## config.mk

```make
export PLATFORM = sky130hd
export DESIGN_NAME = ugl_lookup
export DESIGN_NICKNAME = d
export VERILOG_FILES = /design/src/rtl/ugl_pkg.sv /design/src/rtl/ugl_lookup.sv
export SDC_FILE = /design/constraint.sdc
export NUM_CORES = 1
export LEC_CHECK = 0
export BUFFER_PORTS_ARGS = -buffer_cell sky130_fd_sc_hd__clkbuf_2
export CAP_MARGIN = 5
export CORE_MARGIN = 5
export CORE_UTILIZATION = 50
export CTS_CLUSTER_SIZE = 28
export DETAILED_ROUTE_END_ITERATION = 16
export GPL_ROUTABILITY_DRIVEN = 0
export PLACE_DENSITY = 0.67
export SLEW_MARGIN = 10
export SYNTH_ARGS = -nofsm -noshare
export SYNTH_HDL_FRONTEND = slang
export SYNTH_SLANG_ARGS = --single-unit
```

## constraint.sdc

```tcl
create_clock -name clk -period 11.2 [get_ports clk]
set_input_delay 0.56 -clock clk [delete_from_list [all_inputs] [get_ports clk]]
set_output_delay 0.56 -clock clk [all_outputs]
set_load 0.005 [all_outputs]
```

## src/rtl/ugl_pkg.sv

```systemverilog
// ----------------------------------------------------------------------------
// ugl_pkg
// types and constants shared by the utf-8 glyph lookup and width block
// ----------------------------------------------------------------------------
package ugl_pkg;

  localparam logic CMD_LOAD = 1'b0;
  localparam logic CMD_TEXT = 1'b1;

  localparam int ENTRY_BASE = 8 * 4 + 16 + 8;

  typedef struct packed {
    logic        cmd;
    logic [15:0] font_addr;
    logic [7:0]  font_byte;
    logic [7:0]  text_byte;
  } in_t;

  typedef struct packed {
    logic [30:0] code_point;
    logic        found;
    logic [7:0]  glyph_width;
    logic [7:0]  glyph_height;
    logic [7:0]  offset_x;
    logic [7:0]  offset_y;
    logic [18:0] bitmap_bit_addr;
    logic [15:0] total_width;
    logic        end_of_string;
  } out_t;

  typedef struct packed {
    logic        hit;
    logic [7:0]  fw;
    logic [7:0]  fh;
    logic [7:0]  ox;
    logic [7:0]  oy;
    logic [18:0] bit_addr;
  } lk_res_t;

endpackage

```

## src/rtl/ugl_lookup.sv

```systemverilog
// ----------------------------------------------------------------------------
// ugl_lookup
// header fetch, first and last entry checks and binary search sequencer
// ----------------------------------------------------------------------------
module ugl_lookup #(
  parameter int BW          = 19,
  parameter int SEARCH_SPAN = 65536
) (
  input  logic               clk,
  input  logic               rst,
  input  logic               start,
  input  logic [30:0]        code,
  output logic               done,
  output ugl_pkg::lk_res_t   res,
  output logic               rd_start,
  output logic [BW-1:0]      rd_pos,
  output logic [7:0]         rd_len,
  input  logic               rd_done,
  input  logic [31:0]        rd_value
);

  localparam int MW = $clog2(SEARCH_SPAN + 1);

  localparam logic [3:0] S_IDLE   = 4'd0;
  localparam logic [3:0] S_HDR    = 4'd1;
  localparam logic [3:0] S_MUL1   = 4'd2;
  localparam logic [3:0] S_STRIDE = 4'd3;
  localparam logic [3:0] S_FIRST  = 4'd4;
  localparam logic [3:0] S_MUL    = 4'd5;
  localparam logic [3:0] S_POS    = 4'd6;
  localparam logic [3:0] S_PROBE  = 4'd7;
  localparam logic [3:0] S_STEP   = 4'd8;
  localparam logic [3:0] S_DONE   = 4'd9;

  localparam logic PH_LAST   = 1'b0;
  localparam logic PH_SEARCH = 1'b1;

  logic [3:0]    state;
  logic [31:0]   code_q;
  logic [2:0]    hdr_idx;
  logic          rd_pend;
  logic [7:0]    fw, fh, ox, oy, cw;
  logic [15:0]   count;
  logic [32:0]   prod;
  logic [16:0]   stride;
  logic [15:0]   idx;
  logic [15:0]   base;
  logic [MW-1:0] m;
  logic [MW-1:0] m_next;
  logic [15:0]   idx_c;
  logic [BW-1:0] pos_q;
  logic [BW-1:0] epos;
  logic [BW-1:0] epos_cw;
  logic          phase;
  logic          hit;
  logic [16:0]   mul_a;
  logic [15:0]   mul_b;

  assign m_next  = m >> 1;
  assign idx_c   = base | 16'(m_next);
  assign epos_cw = epos + BW'(cw);

  always_comb begin
    mul_a = stride;
    mul_b = idx;
    if (state == S_MUL1) begin
      mul_a = {9'd0, fw};
      mul_b = {8'd0, fh};
    end
  end

  always_comb begin
    rd_start = 1'b0;
    rd_pos   = pos_q;
    rd_len   = cw;
    case (state)
      S_HDR: begin
        rd_start = !rd_pend;
        rd_pos   = (hdr_idx == 3'd5) ? BW'(48) : BW'({hdr_idx, 3'b000});
        rd_len   = (hdr_idx == 3'd4) ? 8'd16 : 8'd8;
      end
      S_FIRST: begin
        rd_start = !rd_pend;
        rd_pos   = BW'(ugl_pkg::ENTRY_BASE);
      end
      S_PROBE: begin
        rd_start = !rd_pend;
      end
      default: begin
        rd_start = 1'b0;
      end
    endcase
  end

  assign res.hit      = hit;
  assign res.fw       = hit ? fw : 8'd0;
  assign res.fh       = fh;
  assign res.ox       = ox;
  assign res.oy       = oy;
  assign res.bit_addr = hit ? 19'(epos_cw) : 19'd0;

  always_ff @(posedge clk) begin
    if (rst) begin
      state   <= S_IDLE;
      rd_pend <= 1'b0;
      done    <= 1'b0;
    end else begin
      done <= 1'b0;
      if (rd_start) begin
        rd_pend <= 1'b1;
      end
      case (state)
        S_IDLE: begin
          if (start) begin
            code_q  <= {1'b0, code};
            hdr_idx <= 3'd0;
            hit     <= 1'b0;
            epos    <= '0;
            state   <= S_HDR;
          end
        end
        S_HDR: begin
          if (rd_done) begin
            rd_pend <= 1'b0;
            case (hdr_idx)
              3'd0:    fw    <= rd_value[7:0];
              3'd1:    fh    <= rd_value[7:0];
              3'd2:    ox    <= rd_value[7:0];
              3'd3:    oy    <= rd_value[7:0];
              3'd4:    count <= rd_value[15:0];
              default: cw    <= rd_value[7:0];
            endcase
            hdr_idx <= hdr_idx + 3'd1;
            if (hdr_idx == 3'd5) begin
              state <= S_MUL1;
            end
          end
        end
        S_MUL1: begin
          prod  <= mul_a * mul_b;
          state <= S_STRIDE;
        end
        S_STRIDE: begin
          stride <= prod[16:0] + {9'd0, cw};
          state  <= (count == 16'd0) ? S_DONE : S_FIRST;
        end
        S_FIRST: begin
          if (rd_done) begin
            rd_pend <= 1'b0;
            if (code_q == rd_value) begin
              hit   <= 1'b1;
              epos  <= BW'(ugl_pkg::ENTRY_BASE);
              state <= S_DONE;
            end else if (code_q > rd_value) begin
              idx   <= count - 16'd1;
              phase <= PH_LAST;
              state <= S_MUL;
            end else begin
              state <= S_DONE;
            end
          end
        end
        S_MUL: begin
          prod  <= mul_a * mul_b;
          state <= S_POS;
        end
        S_POS: begin
          pos_q <= BW'(ugl_pkg::ENTRY_BASE) + prod[BW-1:0];
          state <= S_PROBE;
        end
        S_PROBE: begin
          if (rd_done) begin
            rd_pend <= 1'b0;
            if (code_q == rd_value) begin
              hit   <= 1'b1;
              epos  <= pos_q;
              state <= S_DONE;
            end else if (phase == PH_LAST) begin
              if (code_q < rd_value) begin
                base  <= '0;
                m     <= MW'(SEARCH_SPAN);
                phase <= PH_SEARCH;
                state <= S_STEP;
              end else begin
                state <= S_DONE;
              end
            end else begin
              if (code_q > rd_value) begin
                base <= idx;
              end
              state <= S_STEP;
            end
          end
        end
        S_STEP: begin
          if (m == '0) begin
            state <= S_DONE;
          end else begin
            m <= m_next;
            if (idx_c < count) begin
              idx   <= idx_c;
              state <= S_MUL;
            end
          end
        end
        S_DONE: begin
          done  <= 1'b1;
          state <= S_IDLE;
        end
        default: begin
          state <= S_IDLE;
        end
      endcase
    end
  end

endmodule

```

Word-level counts from Yosys, hierarchy flattened:

Index checks and enable logic that the tools add are counted.

* $add $sub $neg: 5
* multipliers: 1
* $lt $le $gt $ge: 3
* equal/unequal tests: 33
* muxes and demuxes: 63
* bitwise operators: 4
* reduce and logical (&&, ||, !) cells: 34

Operator list (count)
* 2-to-1 mux 16 bit: 9
* 2-to-1 mux 19 bit: 6
* 2-to-1 mux 17 bit: 6
* one-hot mux 19 bit (3 select lines): 1
* 2-to-1 mux 4 bit: 12
* one-hot mux 19 bit (2 select lines): 1
* one-hot mux 4 bit (9 select lines): 1
* one-hot mux 17 bit (2 select lines): 1
* == test 31 x 32 -> 1 bit: 1
* greater-than comparator 31 x 32 -> 1 bit: 1
* less-than comparator 31 x 32 -> 1 bit: 1
* one-hot mux 16 bit (2 select lines): 1
* inequality test 2 bit, second input constant: 14
* AND reduction 4 bit: 7
* AND reduction 7 bit: 4
* adder 19 x 8 -> 19 bit: 1
* adder 6 x 19 -> 19 bit, first input constant: 1
* multiplier 17 x 16 -> 19 bit: 1
* adder 17 x 8 -> 17 bit: 1
* logical NOT 17 bit: 1
* == test 4 x 3 -> 1 bit, second input constant: 4
* logical NOT 16 bit: 1
* less-than comparator 16 bit: 1
* 2-to-1 mux 1 bit: 16
* other kinds (30): 50

* flip-flop bits (word level): 221
* input port bits: 67
* output and inout port bits: 81

Longest topological paths before layout:

Gate-level depths: netlist (run 1).

* word-level depth: 6
* mapped depth: 27

Worst setup path before layout (run 1):

No wires, ideal clock.

* path kind: reg2reg
* start: register state[2]
* end: register prod[18], data pin
* setup time: 0.258 ns
* arrival time: 6.417 ns
* data required time: 10.942 ns
* setup slack: 4.525 ns
* stages on the path, launching flop included: 26
* clock period less this slack: 6.675 ns
* path through: dfxtp_1 -> buf_2 -> nor2_1 -> nand2_1 -> buf_2 -> mux2i_1 -> nor2_1 -> fa_1 -> inv_1 -> fa_1 -> inv_1 -> fa_1 -> inv_1 -> fa_1 -> inv_1 -> fa_1 -> inv_1 -> fa_1 -> inv_1 -> ha_1 -> nand3_1 -> o31ai_1 -> nor4_1 -> o41a_1 -> o21ai_2 -> xnor2_1

* longest elaborated chain between the ends: 3

RTL lines
* from (decl): line ugl_lookup.sv:38 `logic [3:0] state;`
* from (signal assigned): line ugl_lookup.sv:145 `state <= (count == 16'd0) ? S_DONE : S_FIRST;`
* == test 4 x 2 -> 1 bit (*): line ugl_lookup.sv:66, ugl_lookup.sv:112
* 2-to-1 mux 17 bit or 2-to-1 mux 16 bit (tied branches): line ugl_lookup.sv:66 `if (state == S_MUL1) begin`
* multiplier 17 x 16 -> 19 bit (*): line ugl_lookup.sv:140, ugl_lookup.sv:164
* to (signal assigned): line ugl_lookup.sv:140 `prod <= mul_a * mul_b;`
* to (signal assigned): line ugl_lookup.sv:164 `prod <= mul_a * mul_b;`
* to (decl): line ugl_lookup.sv:44 `logic [32:0] prod;`

Every way passes the cells marked *; elsewhere a longest branch is shown, timed or not.
A chain may end at the register's enable or synchronous reset.

Final worst setup path (run 1):

* start: register state[3]
* end: register prod[18], data pin

Same word-level chain as after synthesis.

==> results of run 1 <==
[flip-flops by register name (all words and copies together) (netlist names), 3 cells and up, named ones only]
name     cells
state        4
epos        19
pos_q       19
fh           8
prod        19
base        16
ox           8
m           17
hdr_idx      3
code_q      31
stride      17
idx         16
count       16
cw           8
oy           8
fw           8
[cell usage in the layout, fill, tap and decap left out, types with 20 or more instances in the layout]
cell type  count
nor2_1       102
clkbuf_2     147
mux2i_1       21
a21oi_1       38
xor2_1        21
ha_1         122
and3_1        78
edfxtp_1     215
fa_1         123
nor3_1        20
and2_1        63
nand2_1      125
nand3_1       50
inv_1        243
clkbuf_16     24
o21ai_0       35
xnor2_1       66
or2_2         29
[area by class of cell]
| cell class | instances | share of cell area, % |
|---|---|---|
| Sequential cell | 221 | 35.7 |
| Tap cell | 442 | 3.00 |
| Clock buffer | 26 | 3.30 |
| Clock inverter | 17 | 0.780 |
| Inverter | 245 | 4.99 |
| Timing Repair Buffer | 158 | 4.44 |
| Multi-Input combinational cell | 1051 | 47.8 |
[how the worst min path moves through the flow]
stage | start | to | slack [ns] | depth (start not counted)
2_1_floorplan | prod[0] | pos_q[0] | 0.43 | 0
3_3_place_gp | flop | flop | 0.48 | 2
3_5_place_dp | prod[2] | pos_q[2] | 0.49 | 0
4_1_cts | code[19] | code_q[19] | 0.18 | 1
5_1_grt | code[29] | code_q[29] | 0.18 | 1
6_report | code[19] | code_q[19] | 0.20 | 1
[through the flow]
step	setup slack, ns	util [%]	hold WS [ns]
5_1_grt	2.41	56.7	0.180
3_3_place_gp	3.29	54.4	0.485
3_5_place_dp	3.02	54.4	0.489
2_1_floorplan	4.52	-	0.431
6_report	2.91	56.7	0.198
4_1_cts	2.97	56.7	0.175
[routing by layer]
layer  vias to the layer above  GRT usage, %
met1                      5696          29.5
met3                        83          4.40
met4                         2          6.93
met5                         -             0
li1                       5515             -
met2                       388          36.4
[kinds of logic (layout without fill, tap and decap cells)]
family	count (synthesis)	in the layout	share of synthesized area [%]
xor+xnor	87	87	4.62
simple gates	545	545	17.0
flops	221	221	39.8
compound gates	152	152	6.11
buf+inv	298	446	6.94
fa+ha+maj	245	245	24.2
mux	22	22	1.34
==> results.json, run 1 <==
{
  "wl_met2_um": 19000,
  "synth_area_leader_cell": "edfxtp_1",
  "synth_edf_count": 215,
  "area.sequential_mm2": 0.00658,
  "setup_tns_ns": 0,
  "overflow": 0,
  "numCtsBuffers": 24,
  "grt_max_degree": 45,
  "antenna_cells": 0,
  "netlist-cell-type-count": 70,
  "clock_sinks": 221,
  "r2r-end": "prod[18]",
  "fin_cells": 2160,
  "fin_crit_ns": 8.29,
  "drc_errors": 0,
  "post-cts-setup-buffers": 0,
  "place_inst": 2117,
  "hpwl_um": 31700,
  "portBuffers": 147,
  "fp.dieH_um": 192,
  "slew_viol_final": 0,
  "hold_class": "in -> reg",
  "slowest_delay_ns": 0.78,
  "timing.rr.start": "state[3]",
  "post-route-period-util_pct": 74.0,
  "path_cells": "nor2b_1 > nand2_2 > buf_4 > mux2i_1 > nor2_1 > fa_1 > inv_1 > fa_1 > inv_1 > fa_1 > inv_1 > fa_1 > inv_1 > fa_1 > inv_1 > fa_1 > inv_1 > ha_1 > nand3_1 > o31ai_1 > nor4_1 > o41a_1 > o21ai_2 > xnor2_1",
  "wl_met1_um": 17100,
  "critPathBufInv": 7,
  "synthCells": 1570,
  "track_usage_pct": 22.1,
  "stdcell_area_mm2": 0.0184,
  "initialDrtViolationCount": 817,
  "drive_gt1_share_pct": 14.4,
  "r2r_cells": 24,
  "wl_met3_um": 2720,
  "grt_pass1_vias": 11936,
  "routedWlPerCell_um": 18.7,
  "start_util_pct": 50.7,
  "synth_flop_cell": "edfxtp_1",
  "rows": 66,
  "cts_root_buffer": "clkbuf_16",
  "r2r_setup_slack_ns": 2.91,
  "grt_first_pass_wirelength_um": 63700,
  "synth.top_cell.area_share_pct": 39.1,
  "cts_buffer_depth": 3,
  "synth_fp_nets": 1882,
  "clock_latency_ns": 0.53,
  "boundaryPins": 148,
  "synth_area_mm2": 0.0165,
  "synthToLayoutAreaGrowth_pct": 11.7,
  "tightest_slew_ns": 1.20,
  "clk_pin_slew_ns": 0.06,
  "cp-endpoint": "prod[18]",
  "die_area_mm2": 0.0367,
  "top_layer_used": "met5",
  "run_status": "complete, no violations",
  "cp_max_fo": 44,
  "multi_input_area_mm2": 0.00882,
  "antenna_found_initial": 1,
  "core_area_mm2": 0.0325,
  "max_freq_mhz": 121,
  "die_w_um": 192,
  "ys_seq_area_share_pct": 39.8,
  "placed_area_mm2": 0.0177,
  "cp_slowest_cell": "dfxtp_1",
  "cts_hold_buf": 0,
  "rsz0062_at_grt": "no",
  "cp_top_family": "adder cells",
  "drtPass1Iterations": 6,
  "setup_viol": 0,
  "postSynth.asyncResetShare_pct": 0,
  "startpoint_type": "flop",
  "ctsResizeCount": 0,
  "relSlewSlack_pct": 19.9,
  "postSynthAreaPerCell_um2": 10.5,
  "critPathKind": "reg -> reg",
  "synthTopCellsByArea": "edfxtp_1 39%, fa_1 15%, ha_1 9.2%",
  "routed_wl_um": 40300,
  "cp_num_cells": 24,
  "vias_per_cell": 5.41,
  "fillers": 2833,
  "cp-end-kind": "flop",
  "ys_top_cells_by_count": "243 x inv_1, 215 x edfxtp_1, 126 x nand2_1",
  "maxCapViolCount": 0,
  "synth_warnings": 0,
  "ys_ff_latch": 221,
  "nNetsFinal": 2013,
  "via_count": 11684,
  "crit_required_ns": 11.44,
  "post-synth-top-count-cell": "inv_1",
  "drt.antenna.violating_nets": 0,
  "hold_viol_final": 0,
  "critPathLaunch": "state[3]",
  "finalClockSkew_ns": 0.0355,
  "cts_tree": "done",
  "crit_arrival_ns": 8.53,
  "h-tree-depth": 1
}
Power of run 1 is not shown: default switching activity piles up to over one toggle a cycle in this logic, so the estimate is an artifact.
==> run 2: changes to the inputs <==
==> constraint.sdc (replaced) <==
create_clock -name clk -period 7.9 [get_ports clk]
set_input_delay 0.395 -clock clk [delete_from_list [all_inputs] [get_ports clk]]
set_output_delay 0.395 -clock clk [all_outputs]
set_load 0.005 [all_outputs]
==> run 2 against run 1 <==
Register-to-register slack worse by 2.5 ns. Cell count increased by 0.32%. First-iteration DRC count increased by 8.0%. Die area unchanged. Utilization rose by 0.14 points. Global-route usage is 0.52 points higher. Clock-buffer cell count increased by 7.
==> results.json, run 2 (synthesized netlist as in run 1, its figures left out) <==
{
  "run_status": "complete, no violations",
  "clock_latency_ns": 0.55,
  "slowest_delay_ns": 0.67,
  "cts_tree": "done",
  "grt_pass1_vias": 12117,
  "routedWlPerCell_um": 18.7,
  "slew_viol_final": 0,
  "overflow": 0,
  "cp_top_family": "adder cells",
  "start_util_pct": 50.7,
  "max_freq_mhz": 134,
  "drc_errors": 0,
  "vias_per_cell": 5.44,
  "relSlewSlack_pct": 16.9,
  "cp_max_fo": 20,
  "h-tree-depth": 1,
  "cts_buffer_depth": 3,
  "rsz0062_at_grt": "no",
  "finalClockSkew_ns": 0.0209,
  "drive_gt1_share_pct": 14.6,
  "synthToLayoutAreaGrowth_pct": 12.0,
  "die_w_um": 192,
  "cts_root_buffer": "clkbuf_16",
  "portBuffers": 147,
  "hpwl_um": 31700,
  "grt_max_degree": 45,
  "path_cells": "nor2_1 > nand2_2 > mux2i_1 > nor2_1 > fa_1 > inv_1 > fa_1 > inv_1 > fa_1 > inv_1 > fa_1 > inv_1 > fa_1 > inv_1 > fa_1 > inv_1 > ha_1 > and3_1 > a21oi_1 > o31ai_1 > nor4_1 > o41a_1 > o21ai_2 > xnor2_1",
  "post-route-util_pct": 56.8,
  "crit_arrival_ns": 7.74,
  "critPathBufInv": 6,
  "clk_pin_slew_ns": 0.07,
  "rows": 66,
  "cp-end-kind": "flop",
  "nNetsFinal": 2018,
  "setup_tns_ns": 0,
  "drt.antenna.violating_nets": 0,
  "die_area_mm2": 0.0367,
  "critPathKind": "reg -> reg",
  "drtPass1Iterations": 5,
  "stdcell_area_mm2": 0.0185,
  "startpoint_type": "flop",
  "via_count": 11792,
  "mostFrequentLayoutCells": "243 x inv_1, 215 x edfxtp_1, 147 x clkbuf_2",
  "final_common_cell": "inv_1",
  "core_area_mm2": 0.0325,
  "setup_viol": 0,
  "post-cts-setup-buffers": 0,
  "largest_register_ffs": 31,
  "fin_crit_ns": 7.46,
  "hold_viol_final": 0,
  "antenna_found_initial": 0,
  "fillers": 2820,
  "cts_hold_buf": 0,
  "clock_sinks": 221,
  "cp_slowest_cell": "mux2i_1",
  "boundaryPins": 148,
  "track_usage_pct": 22.6,
  "ctsResizeCount": 0,
  "crit_required_ns": 8.18,
  "grt_first_pass_wirelength_um": 65500,
  "numCtsBuffers": 24,
  "area.sequential_mm2": 0.00658,
  "fp.dieH_um": 192,
  "placed_area_mm2": 0.0177,
  "post-route-period-util_pct": 94.4,
  "initialDrtViolationCount": 882,
  "tightest_slew_ns": 1.25,
  "multi_input_area_mm2": 0.00882,
  "routed_wl_um": 40500,
  "maxCapViolCount": 0,
  "top_register": "code_q",
  "hold_class": "in -> reg"
}
[run 2: cell types whose count changed in the layout (fill, tap and decap cells not counted), sizes merged]
cell      before  now
buf           11   16
clkbuf       173  180
clkinvlp       1    2
clkinv        13    7
diode          0    1
bufinv         2    1
[run 2: layer usage]
metal,vias up,global-route usage (%),wire length [um]
li1,5523,-,-
met1,5738,31.2,17500
met2,445,37.2,18800
met3,86,3.93,2860
met4,0,5.94,1260
met5,-,0,0
[run 2: final timing paths]
kind,startpoint,slack [ns],endpoint,cells past startpoint
setup / recovery,state[0],0.44,prod[18],24
hold / removal,code[19],0.02,code_q[19],1
setup reg to reg,state[0],0.44,prod[18],24
hold reg to reg,prod[0],0.46,pos_q[0],0
[run 2: layout make-up]
cell class	instances	share of cell area (%)
well taps	442	2.99
flip-flops and latches	221	35.6
multi-input cells	1051	47.7
diodes	1	0.0135
clock inverters	11	0.616
inverters	245	4.98
repair buffers	163	4.63
clock buffers	33	3.49
[run 2: stage by stage]
step | hold slack [ns] | setup WS [ns] | instances
CTS | 0.00581 | 0.555 | 2166
detailed placement | 0.477 | 0.648 | 2122
finish | 0.0225 | 0.443 | 2167
global route | 0.00415 | 0.0608 | 2166
floorplan | 0.431 | 1.22 | 1570
global placement | 0.472 | 0.802 | 2122
[run 2: worst reg2reg max path, delay by kind of cell, from the launching register on]
family / cells / cell delay, ns
buffers and inverters: 6 / 0.31
AND/OR/NAND/NOR: 5 / 1.35
multiplexers: 1 / 0.68
flip-flops: 1 / 0.63
XOR/XNOR: 1 / 0.12
adder cells (fa/ha/maj): 7 / 3.47
AO/OA/AOI/OAI: 4 / 0.63
Power of run 2 is left out for the same reason.
==> run 3: changes to the inputs <==
--- a/config.mk
+++ b/config.mk
@@ -7,7 +7,6 @@
 export LEC_CHECK = 0
 export BUFFER_PORTS_ARGS = -buffer_cell sky130_fd_sc_hd__clkbuf_2
 export CAP_MARGIN = 5
-export CORE_MARGIN = 5
 export CORE_UTILIZATION = 50
 export CTS_CLUSTER_SIZE = 28
 export DETAILED_ROUTE_END_ITERATION = 16
==> run 3 against run 2 <==
Wire length decreased by 1.2%. Via count decreased by 0.44%. Final area increased by 0.47%. Maximum frequency decreased by 1.9%. Non-clock buffer count increased by 4. Register-to-register slack got worse by 0.15 ns. Critical path type unchanged. Critical endpoint unchanged.
==> results.json, run 3 (synthesized netlist as in run 1, its figures left out) <==
{
  "run_status": "complete, no violations",
  "cp_num_cells": 23,
  "pre_cts_ws_ns": 0.480,
  "crit_required_ns": 8.18,
  "fp.dieH_um": 184,
  "hpwl_um": 31400,
  "initialDrtViolationCount": 863,
  "rows": 66,
  "cp-end-kind": "flop",
  "grt_first_pass_wirelength_um": 64200,
  "setup_viol": 0,
  "relSlewSlack_pct": 23.0,
  "largest_register_ffs": 31,
  "cp_max_fo": 23,
  "grt_max_degree": 65,
  "antenna_found_initial": 0,
  "antenna_cells": 0,
  "synthToLayoutAreaGrowth_pct": 12.5,
  "core_area_mm2": 0.0325,
  "setup_slack_ns": 0.295,
  "top_layer_used": "met4",
  "drt.antenna.violating_nets": 0,
  "die_area_mm2": 0.0337,
  "critPathKind": "reg -> reg",
  "die_w_um": 184,
  "hold_depth": 1,
  "grt_pass1_vias": 11991,
  "rsz0062_at_grt": "no",
  "r2r_cells": 23,
  "clk_pin_slew_ns": 0.06,
  "post-cts-setup-buffers": 0,
  "cp_top_family": "adder cells",
  "vias_per_cell": 5.41,
  "hold_viol_final": 0,
  "via_count": 11740,
  "hold_class": "in -> reg",
  "cts_tree": "done",
  "cp_slowest_cell": "mux2i_1",
  "track_usage_pct": 24.7,
  "path_cells": "nor2b_1 > nand2_2 > mux2i_1 > nor2_1 > fa_1 > inv_1 > fa_1 > inv_1 > fa_1 > inv_1 > fa_1 > inv_1 > fa_1 > inv_1 > fa_1 > inv_1 > ha_1 > nand3_1 > o31ai_1 > nor4_1 > o41a_1 > o21ai_2 > xnor2_1",
  "top_register": "code_q",
  "critPathBufInv": 6,
  "final_common_cell": "inv_1",
  "fin_crit_ns": 7.61,
  "clock_latency_ns": 0.55,
  "drive_gt1_share_pct": 14.9,
  "nNetsFinal": 2023,
  "wl_met2_um": 18900,
  "setup_tns_ns": 0,
  "maxCapViolCount": 0,
  "cts_root_buffer": "clkbuf_16",
  "crit_arrival_ns": 7.88,
  "routedWlPerCell_um": 18.4,
  "post-route-period-util_pct": 96.3,
  "critPathLaunch": "state[1]",
  "drtPass1Iterations": 5,
  "whs_ns": 0.0191,
  "start_util_pct": 50.7,
  "wl_met3_um": 2440,
  "portBuffers": 147,
  "tightest_slew_ns": 1.15,
  "cts_buffer_depth": 3,
  "routed_wl_um": 40000,
  "drc_errors": 0,
  "max_freq_mhz": 131,
  "clock_sinks": 221,
  "overflow": 0,
  "fillers": 2801,
  "wl_met1_um": 17400,
  "place_inst": 2122,
  "mostFrequentLayoutCells": "243 x inv_1, 215 x edfxtp_1, 147 x clkbuf_2",
  "hp-start": "code[0]",
  "finalClockSkew_ns": 0.0157,
  "ctsResizeCount": 0,
  "numCtsBuffers": 25,
  "timing.rr.start": "state[1]",
  "startpoint_type": "flop",
  "boundaryPins": 148,
  "fin_cells": 2172,
  "slew_viol_final": 0,
  "h-tree-depth": 1,
  "slowest_delay_ns": 0.72
}
-- run 3: cell type report --
cell class                      count  area [um^2]  share of cell area [%]
Multi-Input combinational cell   1051         8820                    47.5
Sequential cell                   221         6580                    35.4
Inverter                          245          920                    4.95
Timing Repair Buffer              167          896                    4.82
Clock buffer                       26          629                    3.39
Tap cell                          442          553                    2.98
Clock inverter                     20          178                   0.957
-- run 3: stage by stage --
step	utilization, %	cell area, um^2
finish	57.1	18600
global route	57.1	18600
CTS	57.1	18600
detailed placement	54.5	17700
global placement	54.5	17700
floorplan	-	16500
-- run 3: path summary, 6_finish.rpt --
path	to	slack [ns]
setup / recovery	prod[18]	0.29
hold / removal	code_q[0]	0.02
hold reg to reg	pos_q[2]	0.49
setup reg to reg	prod[18]	0.29
-- run 3: metal layers --
layer  up-vias  GRT usage (%)
li1       5533              -
met1      5714           33.2
met2       421           41.4
met3        72           3.23
met4         0           7.70
met5         -              0
-- run 3: what timing repair did --
| item | CTS | global route |
|---|---|---|
| endpoints found under the hold margin | 4 | 0 |
| hold buffers | 4 | 0 |
| endpoints found under the setup margin | 0 | 0 |
-- run 3: worst reg2reg max path: cells and delay by family, from the launching register on --
kind | cells | cell delay, ns
AO/OA/AOI/OAI | 3 | 0.94
buffers and inverters | 6 | 0.31
XOR/XNOR | 1 | 0.08
multiplexers | 1 | 0.73
AND/OR/NAND/NOR | 5 | 1.12
flip-flops | 1 | 0.63
adder cells (fa/ha/maj) | 7 | 3.50
Power of run 3 is left out for the same reason.
